File: src/masked_byte_pattern_finder_core_macros.svh
// Assertion macros for the masked byte pattern finder core.
`ifndef MASKED_BYTE_PATTERN_FINDER_CORE_MACROS_SVH
`define MASKED_BYTE_PATTERN_FINDER_CORE_MACROS_SVH

`ifndef SYNTHESIS

// Same-cycle implication, checked at every rising edge out of reset.
`define MBPF_ASSERT_IMPLIES(label, clk, rst_n, ante, cons) \
    label: assert property (@(posedge clk) disable iff (!(rst_n)) (ante) |-> (cons)) \
        else $error("assertion failed: same-cycle implication");

// Next-cycle implication, checked at every rising edge out of reset.
`define MBPF_ASSERT_NEXT(label, clk, rst_n, ante, cons) \
    label: assert property (@(posedge clk) disable iff (!(rst_n)) (ante) |=> (cons)) \
        else $error("assertion failed: next-cycle implication");

`else

`define MBPF_ASSERT_IMPLIES(label, clk, rst_n, ante, cons)
`define MBPF_ASSERT_NEXT(label, clk, rst_n, ante, cons)

`endif

`endif

File: src/mbpf_pkg.sv
// Shared constants and types for the masked byte pattern finder.
package mbpf_pkg;

    localparam int BYTE_W            = 8;
    localparam int CFG_PATTERN_BYTES = 8;   // bytes held by the pattern and mask registers
    localparam int CFG_DATA_W        = 64;
    localparam int CFG_INDEX_W       = 3;
    localparam int BASE_FIELD_BITS   = 48;  // width of the base offset register field
    localparam int LEN_W             = 4;
    localparam int STEP_W            = 8;

    localparam int DEF_MAX_PATTERN_BYTES = 8;
    localparam int DEF_OFFSET_BITS       = 48;

    typedef enum logic [CFG_INDEX_W-1:0] {
        REG_PATTERN_BYTES   = 3'd0,
        REG_MASK_BYTES      = 3'd1,
        REG_PATTERN_LENGTH  = 3'd2,
        REG_STEP_SIZE       = 3'd3,
        REG_REVERSE_PATTERN = 3'd4,
        REG_BASE_OFFSET     = 3'd5
    } t_cfg_index;

endpackage

File: src/masked_byte_pattern_finder_core.sv
// Masked byte pattern finder: streaming search of one region for a masked byte pattern.
//
// Feed the bytes of a search region one beat at a time on the input channel, with
// i_last_byte set on the final byte. The core keeps a shift window of the newest
// bytes and checks it against the pattern (each byte ANDed with its mask byte) at
// every start position that is a multiple of step_size. The first match gives one
// result beat with found set and match_offset = base_offset + start position
// (saturating); the rest of that region gives nothing. A region that ends without a
// match gives one beat with found clear and a zero offset. Throughput is one byte
// per clock when not stalled: the window compare, phase check and offset add sit
// between the state registers and the output register, and the result appears in
// the cycle after the byte is taken. The output register lets a new byte in while
// a result waits, as long as the result is taken in the same cycle. Writing step_size
// starts a remainder pass (one quotient bit per cycle) that brings the running
// phase below the new step; input and configuration beats are held off during it.
// Write configuration only while the core is idle.
`include "masked_byte_pattern_finder_core_macros.svh"

module masked_byte_pattern_finder_core
    import mbpf_pkg::*;
#(
    parameter int MAX_PATTERN_BYTES = DEF_MAX_PATTERN_BYTES,
    parameter int OFFSET_BITS       = DEF_OFFSET_BITS
) (
    input  logic                   i_clk,
    input  logic                   i_rst_n,
    // configuration write channel
    input  logic                   i_cfg_valid,
    output logic                   o_cfg_ready,
    input  logic [CFG_INDEX_W-1:0] i_cfg_index,
    input  logic [CFG_DATA_W-1:0]  i_cfg_data,
    // byte input channel
    input  logic                   i_in_valid,
    output logic                   o_in_ready,
    input  logic [BYTE_W-1:0]      i_data_byte,
    input  logic                   i_last_byte,
    // result channel
    output logic                   o_out_valid,
    input  logic                   i_out_ready,
    output logic                   o_found,
    output logic [OFFSET_BITS-1:0] o_match_offset
);

    localparam int WIN_W    = BYTE_W * MAX_PATTERN_BYTES;
    localparam int SRC_W    = $clog2(CFG_PATTERN_BYTES);
    localparam int LIM_BITS = (OFFSET_BITS < BASE_FIELD_BITS) ? OFFSET_BITS : BASE_FIELD_BITS;
    localparam logic [OFFSET_BITS-1:0] LIM_MASK = OFFSET_BITS'({LIM_BITS{1'b1}});
    localparam logic [LEN_W-1:0]       LEN_MAX  = LEN_W'(MAX_PATTERN_BYTES);

    // configuration registers
    logic [CFG_DATA_W-1:0]  r_pattern;
    logic [CFG_DATA_W-1:0]  r_mask;
    logic [LEN_W-1:0]       r_len;
    logic [STEP_W-1:0]      r_step;
    logic                   r_rev;
    logic [OFFSET_BITS-1:0] r_base;

    // region state
    logic [WIN_W-1:0]       r_window;
    logic [OFFSET_BITS-1:0] r_bytes_seen;
    logic [STEP_W-1:0]      r_start_phase;
    logic                   r_search_done;

    // remainder unit for step changes
    logic                   r_div_busy;
    logic [2:0]             r_div_cnt;
    logic [STEP_W-1:0]      r_div_num;
    logic [STEP_W-1:0]      r_div_rem;

    // output register
    logic                   r_out_valid;
    logic                   r_found;
    logic [OFFSET_BITS-1:0] r_match_offset;

    // combinational
    logic                   w_in_acc;
    logic                   w_cfg_acc;
    logic [LEN_W-1:0]       w_len;
    logic [LEN_W-1:0]       w_len_m1;
    logic [STEP_W-1:0]      w_step;
    logic [WIN_W-1:0]       n_window;
    logic                   w_window_full;
    logic [OFFSET_BITS-1:0] w_spos;
    logic [STEP_W-1:0]      w_start_phase;
    logic [BYTE_W-1:0]      w_pat_b [CFG_PATTERN_BYTES];
    logic [BYTE_W-1:0]      w_msk_b [CFG_PATTERN_BYTES];
    logic [SRC_W-1:0]       w_src [MAX_PATTERN_BYTES];
    logic [MAX_PATTERN_BYTES-1:0] w_lane_ok;
    logic                   w_hit;
    logic                   w_has_result;
    logic [OFFSET_BITS:0]   w_sum;
    logic [OFFSET_BITS-1:0] w_offset;
    logic [OFFSET_BITS-1:0] n_bytes_seen;
    logic [STEP_W:0]        w_phase_inc;
    logic [STEP_W-1:0]      n_start_phase;
    logic [STEP_W:0]        w_div_shift;
    logic [STEP_W-1:0]      n_div_rem;

    assign o_cfg_ready = !r_div_busy;
    assign o_in_ready  = !r_div_busy && (!r_out_valid || i_out_ready);
    assign w_cfg_acc   = i_cfg_valid && o_cfg_ready;
    assign w_in_acc    = i_in_valid && o_in_ready;

    assign o_out_valid    = r_out_valid;
    assign o_found        = r_found;
    assign o_match_offset = r_match_offset;

    // effective length and step: zero acts as one, length clamps to the window
    assign w_len    = (r_len == '0) ? LEN_W'(1) : ((r_len > LEN_MAX) ? LEN_MAX : r_len);
    assign w_len_m1 = w_len - LEN_W'(1);
    assign w_step   = (r_step == '0) ? STEP_W'(1) : r_step;

    // shift the new byte in at the bottom; oldest byte drops off the top
    assign n_window = (r_window << BYTE_W) | WIN_W'(i_data_byte);

    assign w_window_full = r_bytes_seen >= OFFSET_BITS'(w_len_m1);
    assign w_spos        = r_bytes_seen - OFFSET_BITS'(w_len_m1);

    // walk the phase back from the newest byte to the window start
    always_comb begin
        w_start_phase = r_start_phase;
        for (int k = 0; k < MAX_PATTERN_BYTES - 1; k++) begin
            if (LEN_W'(k) < w_len_m1) begin
                w_start_phase = (w_start_phase == '0) ? (w_step - STEP_W'(1))
                                                      : (w_start_phase - STEP_W'(1));
            end
        end
    end

    always_comb begin
        for (int b = 0; b < CFG_PATTERN_BYTES; b++) begin
            w_pat_b[b] = r_pattern[BYTE_W*b +: BYTE_W];
            w_msk_b[b] = r_mask[BYTE_W*b +: BYTE_W];
        end
    end

    // one lane per window byte; lane 0 holds the newest byte
    always_comb begin
        for (int j = 0; j < MAX_PATTERN_BYTES; j++) begin
            w_src[j] = r_rev ? SRC_W'(j) : SRC_W'(w_len_m1 - LEN_W'(j));
            w_lane_ok[j] = (LEN_W'(j) > w_len_m1) ||
                ((n_window[BYTE_W*j +: BYTE_W] & w_msk_b[w_src[j]]) ==
                 (w_pat_b[w_src[j]] & w_msk_b[w_src[j]]));
        end
    end

    assign w_hit        = !r_search_done && w_window_full && (w_start_phase == '0) &&
                          (&w_lane_ok);
    assign w_has_result = !r_search_done && (w_hit || i_last_byte);

    // saturate the reported offset on carry out
    assign w_sum    = {1'b0, r_base} + {1'b0, w_spos};
    assign w_offset = (w_sum[OFFSET_BITS] ? {OFFSET_BITS{1'b1}} : w_sum[OFFSET_BITS-1:0])
                      & LIM_MASK;

    assign n_bytes_seen  = (r_bytes_seen < LIM_MASK) ? (r_bytes_seen + OFFSET_BITS'(1))
                                                     : r_bytes_seen;
    assign w_phase_inc   = {1'b0, r_start_phase} + (STEP_W+1)'(1);
    assign n_start_phase = (w_phase_inc >= {1'b0, w_step}) ? '0 : w_phase_inc[STEP_W-1:0];

    // one restoring remainder step per cycle
    assign w_div_shift = {r_div_rem, r_div_num[STEP_W-1]};
    assign n_div_rem   = (w_div_shift >= {1'b0, w_step})
                         ? STEP_W'(w_div_shift - {1'b0, w_step})
                         : w_div_shift[STEP_W-1:0];

    // configuration registers
    always_ff @(posedge i_clk) begin
        if (!i_rst_n) begin
            r_pattern <= '0;
            r_mask    <= '1;
            r_len     <= LEN_W'(1);
            r_step    <= STEP_W'(1);
            r_rev     <= 1'b0;
            r_base    <= '0;
        end else if (w_cfg_acc) begin
            case (t_cfg_index'(i_cfg_index))
                REG_PATTERN_BYTES:   r_pattern <= i_cfg_data;
                REG_MASK_BYTES:      r_mask    <= i_cfg_data;
                REG_PATTERN_LENGTH:  r_len     <= i_cfg_data[LEN_W-1:0];
                REG_STEP_SIZE:       r_step    <= i_cfg_data[STEP_W-1:0];
                REG_REVERSE_PATTERN: r_rev     <= i_cfg_data[0];
                REG_BASE_OFFSET:     r_base    <= i_cfg_data[OFFSET_BITS-1:0] & LIM_MASK;
                default: ;
            endcase
        end
    end

    // region state and remainder pass
    always_ff @(posedge i_clk) begin
        if (!i_rst_n) begin
            r_bytes_seen  <= '0;
            r_start_phase <= '0;
            r_search_done <= 1'b0;
            r_div_busy    <= 1'b0;
            r_div_cnt     <= '0;
        end else if (r_div_busy) begin
            r_div_rem <= n_div_rem;
            r_div_num <= r_div_num << 1;
            r_div_cnt <= r_div_cnt - 3'd1;
            if (r_div_cnt == '0) begin
                r_start_phase <= n_div_rem;
                r_div_busy    <= 1'b0;
            end
        end else if (w_cfg_acc && (t_cfg_index'(i_cfg_index) == REG_STEP_SIZE)) begin
            // start reducing the phase against the new step
            r_div_busy <= 1'b1;
            r_div_cnt  <= 3'd7;
            r_div_num  <= r_start_phase;
            r_div_rem  <= '0;
        end else if (w_in_acc) begin
            if (i_last_byte) begin
                r_bytes_seen  <= '0;
                r_start_phase <= '0;
                r_search_done <= 1'b0;
            end else if (!r_search_done) begin
                r_bytes_seen  <= n_bytes_seen;
                r_start_phase <= n_start_phase;
                r_search_done <= w_hit;
            end
        end
    end

    // window holds no reset: a compare only looks at bytes of the current region
    always_ff @(posedge i_clk) begin
        if (w_in_acc && !r_search_done) begin
            r_window <= n_window;
        end
    end

    // output register
    always_ff @(posedge i_clk) begin
        if (!i_rst_n) begin
            r_out_valid <= 1'b0;
        end else if (w_in_acc) begin
            r_out_valid <= w_has_result;
        end else if (i_out_ready) begin
            r_out_valid <= 1'b0;
        end
    end

    always_ff @(posedge i_clk) begin
        if (w_in_acc && w_has_result) begin
            r_found        <= w_hit;
            r_match_offset <= w_hit ? w_offset : '0;
        end
    end

    // a not-found beat always carries a zero offset
    `MBPF_ASSERT_IMPLIES(a_notfound_zero, i_clk, i_rst_n, o_out_valid && !o_found, o_match_offset == '0)
    // the end of a region clears the count and the done flag
    `MBPF_ASSERT_NEXT(a_last_clears, i_clk, i_rst_n, w_in_acc && i_last_byte, (r_bytes_seen == '0) && !r_search_done)
    // once matched, the rest of the region gives no result
    `MBPF_ASSERT_NEXT(a_done_silent, i_clk, i_rst_n, w_in_acc && r_search_done, !o_out_valid)
    // outside the remainder pass the phase stays below the step
    `MBPF_ASSERT_IMPLIES(a_phase_below_step, i_clk, i_rst_n, !r_div_busy, r_start_phase < w_step)

endmodule
File: config.mk
export PLATFORM = sky130hd
export DESIGN_NAME = masked_byte_pattern_finder_core
export DESIGN_NICKNAME = d
export VERILOG_FILES = /design/src/mbpf_pkg.sv /design/src/masked_byte_pattern_finder_core.sv
export VERILOG_INCLUDE_DIRS = /design/src /design/src/src
export SDC_FILE = /design/constraint.sdc
export NUM_CORES = 1
export LEC_CHECK = 0
export BUFFER_PORTS_ARGS = -buffer_cell sky130_fd_sc_hd__buf_4
export CORE_ASPECT_RATIO = 1.4
export CORE_MARGIN = 5
export CORE_UTILIZATION = 30
export DETAILED_ROUTE_END_ITERATION = 7
export MAX_ROUTING_LAYER = met4
export SLEW_MARGIN = 20
export SYNTH_ARGS = -nofsm -noshare
export SYNTH_HDL_FRONTEND = slang
export SYNTH_SLANG_ARGS = --single-unit
File: constraint.sdc
create_clock -name i_clk -period 40.3 [get_ports i_clk]
set_clock_uncertainty 0.15 [all_clocks]
set_input_delay 8.06 -clock i_clk [delete_from_list [all_inputs] [get_ports i_clk]]
set_output_delay 8.06 -clock i_clk [all_outputs]
set_load 0.1 [all_outputs]
==> summary.txt <==
Run status
  • Status: finished, final reports clean

Critical path
  • Critical Path Start Type: input pin
  • Crit. End Element: output port
  • CP peak stage delay: 0.34 ns
  • Crit-path slowest cell: buf_4
  • Crit path cell chain: buf_4, nor2b_1, nor2_1, buf_4
  • Cell mode on critical path: buf_4
  • Top delay family on crit path: buffers and inverters
  • R2r setup slk: 26.74 ns
  • Crit Path Max Fanout: 3
  • Reg-to-Reg End: o_match_offset[11]
  • Worst r2r src: r_len[2]
  • Worst R2R Path Depth: 49
  • Crit path buf inv count: 2
  • CP Data Arrival Time: 8.70 ns
  • Worst path required time: 32.09 ns
  • Crit path kind: in2out

Logic synthesis
  • Post-synthesis sequential element count: 372
  • Synth async-reset ratio: 0
  • Syn_area_per_cell: 8.586 um2
  • Mapped Cells: 2880
  • Count of different cell masters after synthesis: 104
  • Prevailing post-synth register cell: dfxtp_1
  • Synth Cell Area: 24730 um2
  • Seq/Total Area, Yosys: 0.3501
  • Syn Nets: 3055
  • Post-synth EDFFs: 121
  • Synth warnings: 0

CTS
  • CTS tree: built
  • PostCTS Resize Cnt: 0
  • Clock latency on the worst-skew pair: 0.57 ns
  • CTS Sinks: 372
  • Clk buf depth: 3
  • TritonCTS buffer count: 38
  • # H-tree levels: 2
  • Post-CTS Setup Bufs: 0
  • Clock transition at path regs: 0.06 ns
  • Root Buffer: clkbuf_16
  • CTS Hold Bufs: 0

Min path
  • WHS Endpoint: r_base[39]
  • Hold Crit Class: reg2reg
  • Hold depth: 2
  • Hold path startpoint: r_base[39]

STA
  • Final worst path period share: 0.4197
  • Achievable clock frequency: 59.12 MHz
  • Final hold vios: 0
  • Fin Hold WS: 0.3090 ns
  • Post-Route Setup TNS: 0 ns
  • Unrepaired setup endpoints after global routing: no
  • Slew Limit Fails: 0
  • Max-slew headroom: 0.2756
  • Post-layout min period: 16.91 ns
  • Least-Margin Pin Slew: 1.087 ns
  • # setup viols final: 0

Drt
  • Drt first pass iters: 5
  • Drt first-iter violations: 1339
  • Via density: 5.366
  • DRC violation count after routing: 0
  • Via count: 21626
  • Routed wire length: 85590 um
  • DR WL/cell: 21.24 um
  • Routed Antenna Nets: 0

Layout
  • Final nets: 3102
  • Share of cells above drive strength 1: 0.1035
  • Register area: 8658 um2
  • Layout fillers: 8567
  • Synth-to-layout area growth: 13.44%
  • Multi-input gate area: 15340 um2

Floorplan
  • Initial Util: 0.3024
  • Die ar.: 88350 um2
  • Total I/O pin count: 133
  • Site Rows: 124
  • Die Span Y: 349.7 um
  • Core Footprint: 81760 um2
  • Die X: 252.6 um

Global route
  • First-pass GRT wire length: 127600 um
  • Antenna violations before repair: 4
  • Overflow after GRT: 0
  • Total GRT Usage: 0.1911
  • Vias in the first global route: 20979
  • Pin count of the biggest net entering global routing: 129

Power
  • Power per standard cell area: 37.23 nW/um2
  • Worst vdd ir: 24.96 uV
  • P_leak: 11.09 nW

Job
  • Max-Cap Viols: 0

Placed design
  • IO buf count: 132
  • Routability cong.: 1.005
  • DP HPWL: 65410 um
[report_power, final]
group	leakage, nW	switching (mW)	total, mW	internal, mW
registers	3.21	0.0128	0.413	0.400
logic	7.23	0.168	0.257	0.0890
clock network	0.647	0.163	0.374	0.212
[layer usage]
| layer | routed length (um) | GRT usage | up-vias | share of wire |
|---|---|---|---|---|
| met5 | 0 | - | - | 0 |
| met4 | 4442 | 0.08455 | 0 | 0.052 |
| met3 | 3274 | 0.01591 | 164 | 0.038 |
| met2 | 43790 | 0.3396 | 599 | 0.51 |
| met1 | 34090 | 0.2193 | 10414 | 0.40 |
| li1 | - | - | 10449 | - |
[stage by stage]
step	power, mW	utilization	worst slack [ns]	instances	cell area [um2]
finish	1.044	0.3431	23.39	4030	28050
global route	1.089	0.3431	23.35	4030	28050
CTS	1.050	0.3430	23.39	4028	28050
detailed placement	0.6742	0.3271	23.39	3958	26750
global placement	0.6731	0.3271	23.40	3958	26750
floorplan	0.6034	-	22.68	2880	24730
[final cells by class]
cell class                 instances  share of cell area
multi-input combinational       2300              0.5469
sequential                       372              0.3086
tap                             1071             0.04777
timing repair buffer             156             0.04219
clock buffer                      49             0.03862
inverter                          59            0.007984
clock inverter                    21            0.007761
antenna                            2           0.0001784
[placed cells by master, fill, tap and decap left out, types with 46 or more instances in the layout]
| master | synthesis | final |
|---|---|---|
| dfxtp_1 | 251 | 251 |
| a21oi_1 | 265 | 263 |
| ha_1 | 91 | 91 |
| mux2i_1 | 273 | 273 |
| inv_1 | 55 | 54 |
| nor3_1 | 46 | 46 |
| nand3_1 | 118 | 117 |
| nand2_1 | 515 | 514 |
| o21ai_0 | 54 | 53 |
| nor2_1 | 147 | 142 |
| edfxtp_1 | 121 | 121 |
| buf_4 | 3 | 155 |
| xor2_1 | 207 | 207 |
| xnor2_1 | 64 | 64 |
[state kept, by name, indices dropped and copies added, names as in the netlist]
signal	cells
r_base	48
o_found	1
r_div_rem	8
r_start_phase	8
r_len	4
r_step	8
o_match_offset	48
r_pattern	64
r_bytes_seen	48
r_rev	1
r_div_cnt	3
r_div_num	8
o_out_valid	1
r_mask	64
r_search_done	1
r_div_busy	1
r_window	56
[cells in the mapped netlist (8+ instances only)]
library cell,n,area (um2)
a22oi_1,27,202.7
or4_1,10,75.07
or2_2,13,81.33
mux2_2,8,90.09
a211oi_1,13,97.59
o21a_1,10,75.07
mux2i_1,273,2733
xnor2_1,64,560.5
a21oi_2,11,96.34
ha_1,91,1139
clkbuf_1,116,435.4
nand4_1,42,262.8
edfxtp_1,121,3633
nor3_1,46,230.2
nand2b_1,17,106.4
dfxtp_1,251,5025
or3_1,19,118.9
o21ai_1,9,45.04
nor2b_1,13,81.33
nand3_1,118,590.6
o211ai_1,17,127.6
buf_1,17,63.81
xor2_1,207,1813
nand2_1,515,1933
and3_1,27,168.9
inv_1,55,206.5
a21o_1,40,300.3
o31ai_1,11,82.58
nor2_1,147,551.8
a22o_1,10,87.58
a31oi_1,15,93.84
buf_2,12,60.06
and2_1,11,68.82
o21bai_1,8,60.06
o21ai_0,54,270.3
nand3b_1,10,75.07
a21oi_1,265,1326
nor4_1,27,168.9
a221oi_1,16,140.1
[worst max path at each step]
stage | cells after the start | startpoint | slack [ns] | end
3_5_place_dp | 4 | i_out_ready | 23.39 | o_in_ready
3_3_place_gp | 4 | i_out_ready | 23.40 | o_in_ready
6_report | 4 | i_out_ready | 23.39 | o_in_ready
4_1_cts | 4 | i_out_ready | 23.39 | o_in_ready
2_1_floorplan | 2 | i_out_ready | 22.68 | o_in_ready
5_1_grt | 4 | i_out_ready | 23.35 | o_in_ready
[logic make-up (layout without fill, tap and decap cells)]
kind of cell / Yosys count / after routing / share of synthesized area
AOI/OAI and AO/OA: 601 / 601 / 0.1607
xor gates and xnor gates: 272 / 272 / 0.09664
adders and majority gates: 94 / 94 / 0.04847
buffers and inverters: 208 / 285 / 0.03294
DFF: 372 / 372 / 0.3501
muxes: 281 / 281 / 0.1141
other: 0 / 2 / 0
and+or+nand+nor: 1052 / 1052 / 0.1969
[worst reg2reg max path, delay by kind of cell, from the launching register on]
family / cells / cell delay [ns]
AOI/OAI and AO/OA: 19 / 4.88
DFF: 1 / 0.41
muxes: 2 / 0.42
and+or+nand+nor: 14 / 4.08
buffers and inverters: 7 / 1.34
adders and majority gates: 7 / 1.81
(Power assumes the default switching activity.)
